**src/rtl/cfq_pkg.sv**
```systemverilog
// ----------------------------------------------------------------------------
// cfq_pkg: shared types and constants for the coalescing frame queue
// Word formats for commands, results and stored entries, plus status codes.
// ----------------------------------------------------------------------------
`timescale 1ns / 1ps
`default_nettype none

package cfq_pkg;

  // Default sizing
  localparam int DEFAULT_QUEUE_DEPTH   = 32;
  localparam int DEFAULT_MAX_FRAME_LEN = 96;

  // Reset value of the minimum coalescing length register
  localparam logic [6:0] MIN_LEN_RESET = 7'd10;

  // Command codes
  localparam logic CMD_PUSH = 1'b0;
  localparam logic CMD_POP  = 1'b1;

  // Status codes
  localparam logic [2:0] STAT_APPENDED  = 3'd0;
  localparam logic [2:0] STAT_COALESCED = 3'd1;
  localparam logic [2:0] STAT_EVICTED   = 3'd2;
  localparam logic [2:0] STAT_REJECTED  = 3'd3;
  localparam logic [2:0] STAT_POPPED    = 3'd4;
  localparam logic [2:0] STAT_EMPTY     = 3'd5;

  // Command word
  typedef struct packed {
    logic        cmd;
    logic [23:0] source_key;
    logic [6:0]  frame_bytes;
    logic [15:0] payload_ref;
  } req_t;

  // Result word
  typedef struct packed {
    logic [2:0]  status;
    logic [23:0] out_key;
    logic [6:0]  out_length;
    logic [15:0] out_ref;
    logic [5:0]  entry_count;
    logic [31:0] coalesce_total;
    logic [31:0] evict_total;
  } rsp_t;

  // One stored descriptor
  typedef struct packed {
    logic [23:0] key;
    logic [6:0]  length;
    logic [15:0] payload;
  } entry_t;

endpackage

`default_nettype wire

```
**src/rtl/cfq_store.sv**
```systemverilog
// ----------------------------------------------------------------------------
// cfq_store: descriptor memory
// One write port and one read port, read data registered.
// ----------------------------------------------------------------------------
`timescale 1ns / 1ps
`default_nettype none

module cfq_store
  import cfq_pkg::*;
#(
  parameter int QUEUE_DEPTH = DEFAULT_QUEUE_DEPTH,
  localparam int PTR_W      = $clog2(QUEUE_DEPTH)
) (
  input  wire logic             clk,
  input  wire logic             rd_en,
  input  wire logic [PTR_W-1:0] rd_addr,
  output entry_t                rd_data,
  input  wire logic             wr_en,
  input  wire logic [PTR_W-1:0] wr_addr,
  input  wire entry_t           wr_data
);

  entry_t mem [QUEUE_DEPTH];

  // Write port
  always_ff @(posedge clk) begin
    if (wr_en) begin
      mem[wr_addr] <= wr_data;
    end
  end

  // Registered read port
  always_ff @(posedge clk) begin
    if (rd_en) begin
      rd_data <= mem[rd_addr];
    end
  end

endmodule

`default_nettype wire

```
**src/rtl/cfq_ctrl.sv**
```systemverilog
// ----------------------------------------------------------------------------
// cfq_ctrl: queue sequencer
// Holds pointers, occupancy and counters; scans the store one entry per cycle
// from oldest to newest on a push, then appends, evicts or coalesces in place.
// ----------------------------------------------------------------------------
`timescale 1ns / 1ps
`default_nettype none

module cfq_ctrl
  import cfq_pkg::*;
#(
  parameter int QUEUE_DEPTH   = DEFAULT_QUEUE_DEPTH,
  parameter int MAX_FRAME_LEN = DEFAULT_MAX_FRAME_LEN,
  localparam int PTR_W        = $clog2(QUEUE_DEPTH),
  localparam int COUNT_W      = $clog2(QUEUE_DEPTH + 1)
) (
  input  wire logic             clk,
  input  wire logic             rst,
  input  wire logic             start,
  input  wire req_t             req,
  output logic                  busy,
  input  wire logic [6:0]       min_len,
  output logic                  done,
  output rsp_t                  result,
  // store interface
  output logic                  mem_rd_en,
  output logic [PTR_W-1:0]      mem_rd_addr,
  input  wire entry_t           mem_rd_data,
  output logic                  mem_wr_en,
  output logic [PTR_W-1:0]      mem_wr_addr,
  output entry_t                mem_wr_data
);

  typedef enum logic [2:0] {
    S_IDLE = 3'b001,
    S_SCAN = 3'b010,
    S_POP  = 3'b100
  } state_t;

  state_t             state, state_next;
  logic [PTR_W-1:0]   rd_ptr, rd_ptr_next;
  logic [PTR_W-1:0]   wr_ptr, wr_ptr_next;
  logic [COUNT_W-1:0] occ, occ_next;
  logic [31:0]        coal_cnt, coal_cnt_next;
  logic [31:0]        evict_cnt, evict_cnt_next;
  req_t               req_q, req_q_next;
  logic [PTR_W-1:0]   scan_addr, scan_addr_next;
  logic [COUNT_W-1:0] scan_cnt, scan_cnt_next;
  logic               cmp_valid, cmp_valid_next;
  logic [PTR_W-1:0]   cmp_addr, cmp_addr_next;
  logic               done_next;
  rsp_t               result_next;

  req_t               cur_req;
  logic               hit;
  logic               do_append, do_coalesce, do_reject, do_empty, do_pop;

  function automatic logic [PTR_W-1:0] advance(input logic [PTR_W-1:0] p);
    return (p == PTR_W'(QUEUE_DEPTH - 1)) ? '0 : p + PTR_W'(1);
  endfunction

  assign busy = (state != S_IDLE);

  // Push data comes straight from the port when handled in the accept cycle
  assign cur_req = (state == S_IDLE) ? req : req_q;

  // Key match on the entry read last cycle
  assign hit = (mem_rd_data.key == req_q.source_key) && (mem_rd_data.length >= min_len);

  // Sequencing
  always_comb begin
    state_next     = state;
    req_q_next     = req_q;
    scan_addr_next = scan_addr;
    scan_cnt_next  = scan_cnt;
    cmp_valid_next = 1'b0;
    cmp_addr_next  = cmp_addr;
    mem_rd_en      = 1'b0;
    mem_rd_addr    = rd_ptr;
    do_append      = 1'b0;
    do_coalesce    = 1'b0;
    do_reject      = 1'b0;
    do_empty       = 1'b0;
    do_pop         = 1'b0;

    unique case (state)
      S_IDLE: begin
        if (start) begin
          req_q_next = req;
          if (req.cmd == CMD_POP) begin
            if (occ == '0) begin
              do_empty = 1'b1;
            end else begin
              mem_rd_en  = 1'b1;
              state_next = S_POP;
            end
          end else if (req.frame_bytes == 7'd0 ||
                       req.frame_bytes > 7'(MAX_FRAME_LEN)) begin
            do_reject = 1'b1;
          end else if (occ == '0 || req.frame_bytes < min_len) begin
            // nothing can match: append at once
            do_append = 1'b1;
          end else begin
            scan_addr_next = rd_ptr;
            scan_cnt_next  = '0;
            state_next     = S_SCAN;
          end
        end
      end
      S_SCAN: begin
        if (cmp_valid && hit) begin
          do_coalesce = 1'b1;
          state_next  = S_IDLE;
        end else if (!cmp_valid && scan_cnt == occ) begin
          do_append  = 1'b1;
          state_next = S_IDLE;
        end else if (scan_cnt != occ) begin
          // issue the next read, compare it next cycle
          mem_rd_en      = 1'b1;
          mem_rd_addr    = scan_addr;
          cmp_valid_next = 1'b1;
          cmp_addr_next  = scan_addr;
          scan_addr_next = advance(scan_addr);
          scan_cnt_next  = scan_cnt + COUNT_W'(1);
        end
      end
      S_POP: begin
        do_pop     = 1'b1;
        state_next = S_IDLE;
      end
      default: begin
        state_next = S_IDLE;
      end
    endcase
  end

  // Queue update and result word
  always_comb begin
    rd_ptr_next    = rd_ptr;
    wr_ptr_next    = wr_ptr;
    occ_next       = occ;
    coal_cnt_next  = coal_cnt;
    evict_cnt_next = evict_cnt;
    mem_wr_en      = 1'b0;
    mem_wr_addr    = wr_ptr;
    mem_wr_data    = '{key: cur_req.source_key, length: cur_req.frame_bytes,
                       payload: cur_req.payload_ref};
    result_next    = result;
    result_next.out_key    = '0;
    result_next.out_length = '0;
    result_next.out_ref    = '0;
    result_next.status     = STAT_REJECTED;

    if (do_empty) begin
      result_next.status = STAT_EMPTY;
    end

    if (do_coalesce) begin
      mem_wr_en          = 1'b1;
      mem_wr_addr        = cmp_addr;
      coal_cnt_next      = coal_cnt + 32'd1;
      result_next.status = STAT_COALESCED;
    end

    if (do_append) begin
      mem_wr_en   = 1'b1;
      wr_ptr_next = advance(wr_ptr);
      if (occ == COUNT_W'(QUEUE_DEPTH)) begin
        // full: drop the oldest entry to make room
        rd_ptr_next        = advance(rd_ptr);
        evict_cnt_next     = evict_cnt + 32'd1;
        result_next.status = STAT_EVICTED;
      end else begin
        occ_next           = occ + COUNT_W'(1);
        result_next.status = STAT_APPENDED;
      end
    end

    if (do_pop) begin
      rd_ptr_next            = advance(rd_ptr);
      occ_next               = occ - COUNT_W'(1);
      result_next.status     = STAT_POPPED;
      result_next.out_key    = mem_rd_data.key;
      result_next.out_length = mem_rd_data.length;
      result_next.out_ref    = mem_rd_data.payload;
    end

    result_next.entry_count    = 6'(occ_next);
    result_next.coalesce_total = coal_cnt_next;
    result_next.evict_total    = evict_cnt_next;
    done_next = do_empty | do_reject | do_append | do_coalesce | do_pop;
  end

  // Control registers
  always_ff @(posedge clk) begin
    if (rst) begin
      state     <= S_IDLE;
      rd_ptr    <= '0;
      wr_ptr    <= '0;
      occ       <= '0;
      coal_cnt  <= '0;
      evict_cnt <= '0;
      cmp_valid <= 1'b0;
      done      <= 1'b0;
    end else begin
      state     <= state_next;
      rd_ptr    <= rd_ptr_next;
      wr_ptr    <= wr_ptr_next;
      occ       <= occ_next;
      coal_cnt  <= coal_cnt_next;
      evict_cnt <= evict_cnt_next;
      cmp_valid <= cmp_valid_next;
      done      <= done_next;
    end
  end

  // Payload registers
  always_ff @(posedge clk) begin
    req_q     <= req_q_next;
    scan_addr <= scan_addr_next;
    scan_cnt  <= scan_cnt_next;
    cmp_addr  <= cmp_addr_next;
    result    <= result_next;
  end

endmodule

`default_nettype wire

```
**src/rtl/coalescing_frame_queue.sv**
```systemverilog
// ----------------------------------------------------------------------------
// coalescing_frame_queue: FIFO of frame descriptors with source coalescing
// A push overwrites the oldest entry with the same source key (when both
// lengths reach the minimum), else appends, evicting the oldest when full.
//
//   channel   direction  signals                     handshake
//   command   in         start, busy, req            start & !busy
//   result    out        done, result                done, one cycle
//   config    in         cfg_wr_en, cfg_wr_data      cfg_wr_en
//
// Pop: the entry is read in the accept cycle and returned from S_POP. Reject,
// empty pop, or a push that cannot match: answered from the accept cycle.
// Scanned push: one stored key read per cycle from the store's single read port.
// Reset clears pointers, occupancy and counters; memory contents are not
// cleared. done is never held off; busy stays high until the result is out.
// ----------------------------------------------------------------------------
`timescale 1ns / 1ps
`default_nettype none

module coalescing_frame_queue
  import cfq_pkg::*;
#(
  parameter int QUEUE_DEPTH   = DEFAULT_QUEUE_DEPTH,
  parameter int MAX_FRAME_LEN = DEFAULT_MAX_FRAME_LEN
) (
  input  wire logic       clk,
  input  wire logic       rst,
  input  wire logic       start,
  input  wire req_t       req,
  output logic            busy,
  output logic            done,
  output rsp_t            result,
  input  wire logic       cfg_wr_en,
  input  wire logic [6:0] cfg_wr_data
);

  localparam int PTR_W = $clog2(QUEUE_DEPTH);

  logic [6:0]       min_len;
  logic             mem_rd_en, mem_wr_en;
  logic [PTR_W-1:0] mem_rd_addr, mem_wr_addr;
  entry_t           mem_rd_data, mem_wr_data;

  // Minimum coalescing length register
  always_ff @(posedge clk) begin
    if (rst) begin
      min_len <= MIN_LEN_RESET;
    end else if (cfg_wr_en) begin
      min_len <= cfg_wr_data;
    end
  end

  cfq_ctrl #(
    .QUEUE_DEPTH   (QUEUE_DEPTH),
    .MAX_FRAME_LEN (MAX_FRAME_LEN)
  ) u_ctrl (
    .clk         (clk),
    .rst         (rst),
    .start       (start),
    .req         (req),
    .busy        (busy),
    .min_len     (min_len),
    .done        (done),
    .result      (result),
    .mem_rd_en   (mem_rd_en),
    .mem_rd_addr (mem_rd_addr),
    .mem_rd_data (mem_rd_data),
    .mem_wr_en   (mem_wr_en),
    .mem_wr_addr (mem_wr_addr),
    .mem_wr_data (mem_wr_data)
  );

  cfq_store #(
    .QUEUE_DEPTH (QUEUE_DEPTH)
  ) u_store (
    .clk     (clk),
    .rd_en   (mem_rd_en),
    .rd_addr (mem_rd_addr),
    .rd_data (mem_rd_data),
    .wr_en   (mem_wr_en),
    .wr_addr (mem_wr_addr),
    .wr_data (mem_wr_data)
  );

  // Bad push length is answered as rejected in the next cycle
  a_reject: assert property (@(posedge clk) disable iff (rst)
    (start && !busy && req.cmd == CMD_PUSH &&
     (req.frame_bytes == 7'd0 || req.frame_bytes > 7'(MAX_FRAME_LEN)))
    |=> (done && result.status == STAT_REJECTED))
    else $error("bad-length push not rejected");

  // Only pushes with a nonzero length are stored, so a pop never returns zero
  a_pop_len: assert property (@(posedge clk) disable iff (rst)
    (done && result.status == STAT_POPPED) |-> (result.out_length != 7'd0))
    else $error("popped entry with zero length");

  // Entry fields are zero on every status but popped
  a_zero_fields: assert property (@(posedge clk) disable iff (rst)
    (done && result.status != STAT_POPPED) |->
    (result.out_key == '0 && result.out_length == '0 && result.out_ref == '0))
    else $error("entry fields not cleared");

  // A multi-cycle command never answers in its first busy cycle
  a_busy_done: assert property (@(posedge clk) disable iff (rst)
    (busy && !$past(busy)) |-> !done)
    else $error("result while sequence just started");

endmodule

`default_nettype wire
```
**config.mk**
```make
export PLATFORM = sky130hd
export DESIGN_NAME = coalescing_frame_queue
export DESIGN_NICKNAME = d
export VERILOG_FILES = /design/src/rtl/cfq_pkg.sv /design/src/rtl/cfq_store.sv /design/src/rtl/cfq_ctrl.sv /design/src/rtl/coalescing_frame_queue.sv
export SDC_FILE = /design/constraint.sdc
export NUM_CORES = 2
export LEC_CHECK = 0
export BUFFER_PORTS_ARGS = -buffer_cell sky130_fd_sc_hd__buf_2
export CORE_MARGIN = 2
export CORE_UTILIZATION = 45
export CTS_CLUSTER_DIAMETER = 80
export DETAILED_ROUTE_END_ITERATION = 6
export REMOVE_ABC_BUFFERS = 1
export SYNTH_ARGS = -nofsm -noshare
export SYNTH_HDL_FRONTEND = slang
export SYNTH_SLANG_ARGS = --single-unit
```
**constraint.sdc**
```tcl
create_clock -name clk -period 6.35 [get_ports clk]
set_input_delay 1.27 -clock clk [delete_from_list [all_inputs] [get_ports clk]]
set_output_delay 1.27 -clock clk [all_outputs]
set_load 0.02 [all_outputs]
```
Word-level counts from Yosys, hierarchy flattened
Memories as Yosys holds them, arrays and structs flattened. A register that Yosys moved wholly into a read port is not among the register bits. Cells that the tools add are included.

Input bits: 59. Bits in registers: 275. Bits in writable memories: 1504. Memories: 1. Output and inout bits: 122.

Memories: u_store.mem (words 32, width 47, read ports 1, clocked after Yosys merged registers in 1, wr ports 1, line cfq_store.sv:23) `entry_t mem [QUEUE_DEPTH];`.

Bitwise operators: 7. $add $sub $neg: 8. Order comparisons: 3. Mux-type cells: 75. Reductions and logical operators: 17. Eq/ne operators: 22.

Operators by type and width (count): 32-bit two-way mux (3); 5-bit two-way mux (18); 32-bit by 1-bit adder with 32-bit output (second input constant) (2); 6-bit two-way mux (10); 47-bit two-way mux (1); 3-bit two-way mux (10); 1-bit two-way mux (27); 24-bit equality test (1); 5-bit by 1-bit adder with 5-bit output (second input constant) (3); 5-bit equality test (second input constant) (3); 6-bit by 1-bit adder with 6-bit output (second input constant) (2); 2-bit != test (second input constant) (6); 6-bit case mux with 2 select lines (1); 5-bit case mux with 2 select lines (1); 3-bit != test (second input constant) (3); 8-bit AND reduction (1); 7-bit greater-or-equal comparator (1); 7-bit greater-than comparator (second input constant) (1); 7-bit logical NOT (1); 7-bit < comparator (1); 6-bit equality test (1); 6-bit equality test (second input constant) (1); 6-bit logical NOT (1); 3-bit by 1-bit != test with 1-bit output (second input constant) (2); 19 further kinds (31).

Longest topological paths before layout
Depth in word-level cells: 10. Depth in mapped cells: 17.

Cells and area by module
A second synthesis with hierarchy kept.

Cells, all modules: 4418. Area, all modules: 71148.2 µm².

By module, submodules not included: cfq_store (cells an instance 3296, instances 1, area an instance 59940.0 µm², seq. area each 46574.7 µm²); cfq_ctrl (cells an instance 1100, instances 1, area an instance 10958.0 µm², seq. area each 5995.8 µm²); coalescing_frame_queue (cells an instance 22, instances 1, area an instance 250.2 µm², seq. area each 140.1 µm²).

Least setup slack after synthesis
No wires, ideal clock.

Path type: input-to-reg. From: input req[17] (netlist name). To: memory u_store.mem[11][0] (netlist name), enable pin. Arrival time: 5.324 ns. Stages: 12. Setup slack: 0.574 ns. Setup time: 0.452 ns. Data required time: 5.898 ns. Cells stage by stage: ha_1 a21o_1 a21o_1 a21o_1 a21o_1 a21oi_1 or3_1 buf_2 nand2_1 clkbuf_1 o32a_1 nor2_1.

Longest elaborated chain between the ends: 10. Elaborated cells between the ends (all ways): 13.

RTL lines: start: declaration (line coalescing_frame_queue.sv:29) `input wire req_t req,`; 7-bit < comparator (line cfq_ctrl.sv:100) `end else if (occ == '0 || req.frame_bytes < min_len) begin`; 1-bit logical OR (line cfq_ctrl.sv:100); 1-bit two-way mux (line cfq_ctrl.sv:100); 1-bit two-way mux (*) (line cfq_ctrl.sv:97) `end else if (req.frame_bytes == 7'd0 ||`; 1-bit two-way mux (*) (line cfq_ctrl.sv:90) `if (req.cmd == CMD_POP) begin`; 1-bit two-way mux (*) (line cfq_ctrl.sv:88) `if (start) begin`; 1-bit case mux with 2 select lines (*) (line cfq_ctrl.sv:86) `unique case (state)`; 1-bit two-way mux (*) (line cfq_ctrl.sv:165) `if (do_append) begin`; 1-bit two-way mux (*) (line cfq_store.sv:27) `if (wr_en) begin`; 1-bit two-way mux (not written as such) (*) (line cfq_store.sv:28) `mem[wr_addr] <= wr_data;`; end: declaration (line cfq_store.sv:23).

Mark *: on every way between the ends. The rest lies on a longest branch, timed or not.

Worst setup path in the final report
From: register u_store.rd_data[40] (netlist name). To: memory u_store.mem[1][36] (netlist name), enable pin.

Longest elaborated chain between the ends: 9. Elaborated cells between the ends (all ways): 12.

RTL lines: 24-bit equality test (*) (line cfq_ctrl.sv:68) `assign hit = (mem_rd_data.key == req_q.source_key) && (mem_rd_data.length >= min_len);`; 1-bit logical AND (*) (line cfq_ctrl.sv:68); 1-bit logical AND (*) (line cfq_ctrl.sv:111) `if (cmp_valid && hit) begin`; 1-bit two-way mux (line cfq_ctrl.sv:111); 1-bit two-way mux (line cfq_ctrl.sv:86); 1-bit two-way mux (line cfq_ctrl.sv:158) `if (do_coalesce) begin`; 1-bit two-way mux (line cfq_ctrl.sv:165); 1-bit two-way mux (line cfq_store.sv:27); 1-bit two-way mux (not written as such) (line cfq_store.sv:28).

Marks and branches as above.

==> results by group <==
Route
  – Vias/cell: 5.95
  – # DRC: 1
  – DR vias: between 40000 and 50000
  – DRT Pass-1 Iters: 7
  – Routed len/inst: 27.5 um
  – DRT iter0 DRCs: roughly 5000
  – Antenna Nets Post-Route: 0
  – DRT Wirelength: 204000 um

Synth
  – Yosys warns: 0
  – Post-synth cell types: 75
  – FF+latch count, synth: around 1800
  – Post-Syn Area: 0.0713 mm^2
  – EDFF count, synth: approximately 1600
  – Post-synth ARST share: 0
  – Synth Flop Type: edfxtp_1
  – Cell count after synthesis: approximately 5000
  – Syn_area_per_cell: about 14 um^2
  – Sequential fraction of the synthesis area: 0.740

Placed design
  – Cell Area, Placed: roughly 0.076 mm^2
  – PortBufs: between 150 and 200
  – Routability cong.: about 0.88
  – DPL Wire Length: around 110000 um
  – Cells after DPL: 7065

Final layout
  – Filler Cells Inserted: between 10000 and 15000
  – # nets final: between 5000 and 6000
  – Area grow syn2layout: 14.2%
  – Final instance area: roughly 0.081 mm^2
  – Finished Core Util: 0.516
  – Antenna diodes: 0
  – Non-Filler Instances: 7415
  – Share of cells above drive strength 1: 0.141

Clock network
  – Clk_lat worst skew: ~0.84 ns
  – Clock slew at the register clock pins of the worst setup and hold paths: 0.06 ns
  – Htree depth: 4
  – CTS tree: done
  – Hold buffer count at cts: 0
  – Max clock buf depth: 3
  – Sink Count: ~1800
  – Setup Buffers After CTS: 0
  – Clock root buffer: clkbuf_16
  – Cts bufs inserted: between 150 and 200
  – # resized after CTS: 0

STA
  – Post-route clock period utilization: 0.866
  – Fmax: approximately 180 MHz
  – Final count of hold timing violations: 0
  – RSZ-0062 raised after global routing: no
  – Max transition margin: 0.144
  – Tmin final: between 5 and 6 ns
  – Setup TNS: 0 ns
  – Clock Skew: around 0.046 ns
  – Worst-Margin Slew: around 1.3 ns
  – Final setup violation count: 0
  – Final Max Tran Viols: 0

Setup path
  – Kind of cell adding the most delay to the critical path: simple AND/OR/NAND/NOR gates
  – Cell with the most instances on the worst path: nand2_1
  – CP arrival: 5.95 ns
  – CP Max Fanout: 22
  – Crit path max-delay cell type: nor4_1
  – CP max stage delay: 0.78 ns
  – WP data required: just under 7 ns
  – WS Path Type: reg2reg
  – Crit path cell chain: xnor2_1 -> nand4_1 -> nor4_1 -> o211a_1 -> nand2_1 -> o31ai_1 -> nand2_1 -> nor2_4 -> buf_4
  – Crit start category: register
  – Buf+Inv Stages, Crit Path: 1
  – Setup crit end kind: register

Pwr
  – Power density cells: 300 mW/mm^2
  – Sw Share: 0.210
  – Sequential share of power: 0.543
  – Leakage dissipation: 28.3 nW
  – Clk pwr share: 0.433
  – Peak VDD IR: 0.274 mV
  – PnR Total Power: 0.0244 W
  – Comb pwr share: 0.024
  – Internal power: 0.0193 W
  – Switching power: 0.00514 W

Floorplanning
  – Total I/O pin count: 181
  – Core area: 0.158 mm^2
  – Die W: about 400 um
  – Die height: approximately 400 um
  – Starting density of the core: 0.452
  – Die Footprint: around 0.16 mm^2
  – # rows: ~150

Global routing
  – GRT Total Usage: 0.248
  – Initial antenna violation count: 5
  – First-pass GRT wire length: around 290000 um
  – Vias in the first global route: between 40000 and 50000
  – Largest net degree at the start of global routing: around 100
  – GRT overflow: 0

Job
  – Max Cap Viol: 0

Run status
  – Violated checks: DRC
  – Outcome: finished, violations left

Min path
  – Hold Crit Class: reg2reg
-- power groups by stage --
stage                     Sequential, W  Combinational (W)  Clock [W]
after floorplan                  0.0135           0.000286          0
after global placement           0.0135           0.000574          0
after detailed placement         0.0135           0.000585          0
after CTS                        0.0133           0.000587     0.0107
after global routing             0.0133           0.000626     0.0112
final                            0.0133           0.000582     0.0106
-- final timing paths --
| path | from | end | slack (ns) | cells after the start |
|---|---|---|---|---|
| worst max-delay path | u_store.rd_data[40] | u_store.mem[1][36] | 0.85 | 9 |
| worst min-delay path | u_ctrl.coal_cnt[31] | u_ctrl.result[63] | 0.44 | 1 |
| worst max register to register | u_store.rd_data[40] | u_store.mem[1][36] | 0.85 | 9 |
| worst min register to register | u_ctrl.coal_cnt[31] | u_ctrl.result[63] | 0.44 | 1 |
-- synthesized netlist by cell type (29+ instances only) --
master	n	area, um^2
edfxtp_1	1614	48500
nand2_1	1007	3780
nand3_1	293	1470
mux2i_1	230	2300
dfxtp_1	212	4240
clkbuf_1	160	601
a21oi_1	139	696
and3_1	129	807
buf_2	97	485
a31oi_1	89	557
mux2_2	85	957
nor2_1	82	308
a32oi_1	70	613
and2_1	58	363
xnor2_1	51	447
a221oi_1	46	403
a32o_1	46	460
inv_1	38	143
nand4_1	36	225
nor3_1	34	170
o21ai_0	32	160
a211oi_1	31	233
buf_1	31	116
xor2_1	30	263
o2111ai_1	29	254
-- per-layer routing --
layer,global-route usage,wire length (um),vias to the layer above
met3,0.0492,19500,333
met2,0.378,92100,2179
li1,-,-,19300
met4,0.0780,5800,6
met5,0,35,-
met1,0.358,86500,22300
-- through the flow --
| stage | hold WS [ns] | worst slack (ns) |
|---|---|---|
| 5_1_grt | 0.469 | 0.839 |
| 2_1_floorplan | 0.420 | -7.02 |
| 6_report | 0.444 | 0.850 |
| 3_3_place_gp | 0.433 | 0.850 |
| 3_5_place_dp | 0.436 | 0.747 |
| 4_1_cts | 0.446 | 1.07 |
-- sequential cells by signal (all words and copies together), names as in the netlist, 3 cells and up --
register	flops
u_ctrl.result	120
u_ctrl.evict_cnt	32
u_store.mem	1504
u_ctrl.coal_cnt	32
u_ctrl.occ	6
u_ctrl.rd_ptr	5
min_len	7
u_store.rd_data	47
u_ctrl.state	3
u_ctrl.wr_ptr	5
u_ctrl.cmp_addr	5
u_ctrl.req_q	47
u_ctrl.scan_cnt	6
u_ctrl.scan_addr	5
-- layout by cell type (no fill, tap or decap), types with 83 or more instances in the layout --
cell and count:
a21oi_1 139, buf_2 180, buf_4 96, edfxtp_1 1614
nand3_1 293, nand2_1 1005, dfxtp_1 211, clkbuf_16 191
mux2_2 83, and3_1 129, a31oi_1 88, mux2i_1 227
-- kinds of logic after synthesis --
kind of cell | Yosys count | share of synthesized area
AOI/OAI and AO/OA | 659 | 0.0691
xor gates and xnor gates | 81 | 0.00995
adders and majority gates | 25 | 0.00439
buffers and inverters | 352 | 0.0222
DFF | 1826 | 0.740
muxes | 317 | 0.0461
and+or+nand+nor | 1719 | 0.109
-- final cells by class --
type / instances / area [um^2] / area share
Sequential cell: 1826 / 52700 / 0.648
Multi-Input combinational cell: 2801 / 17400 / 0.214
Clock buffer: 252 / 5140 / 0.0631
Timing Repair Buffer: 328 / 2660 / 0.0327
Tap cell: 2072 / 2590 / 0.0318
Clock inverter: 98 / 767 / 0.00942
Inverter: 38 / 145 / 0.00178
Power figures use the tool's default switching activity.
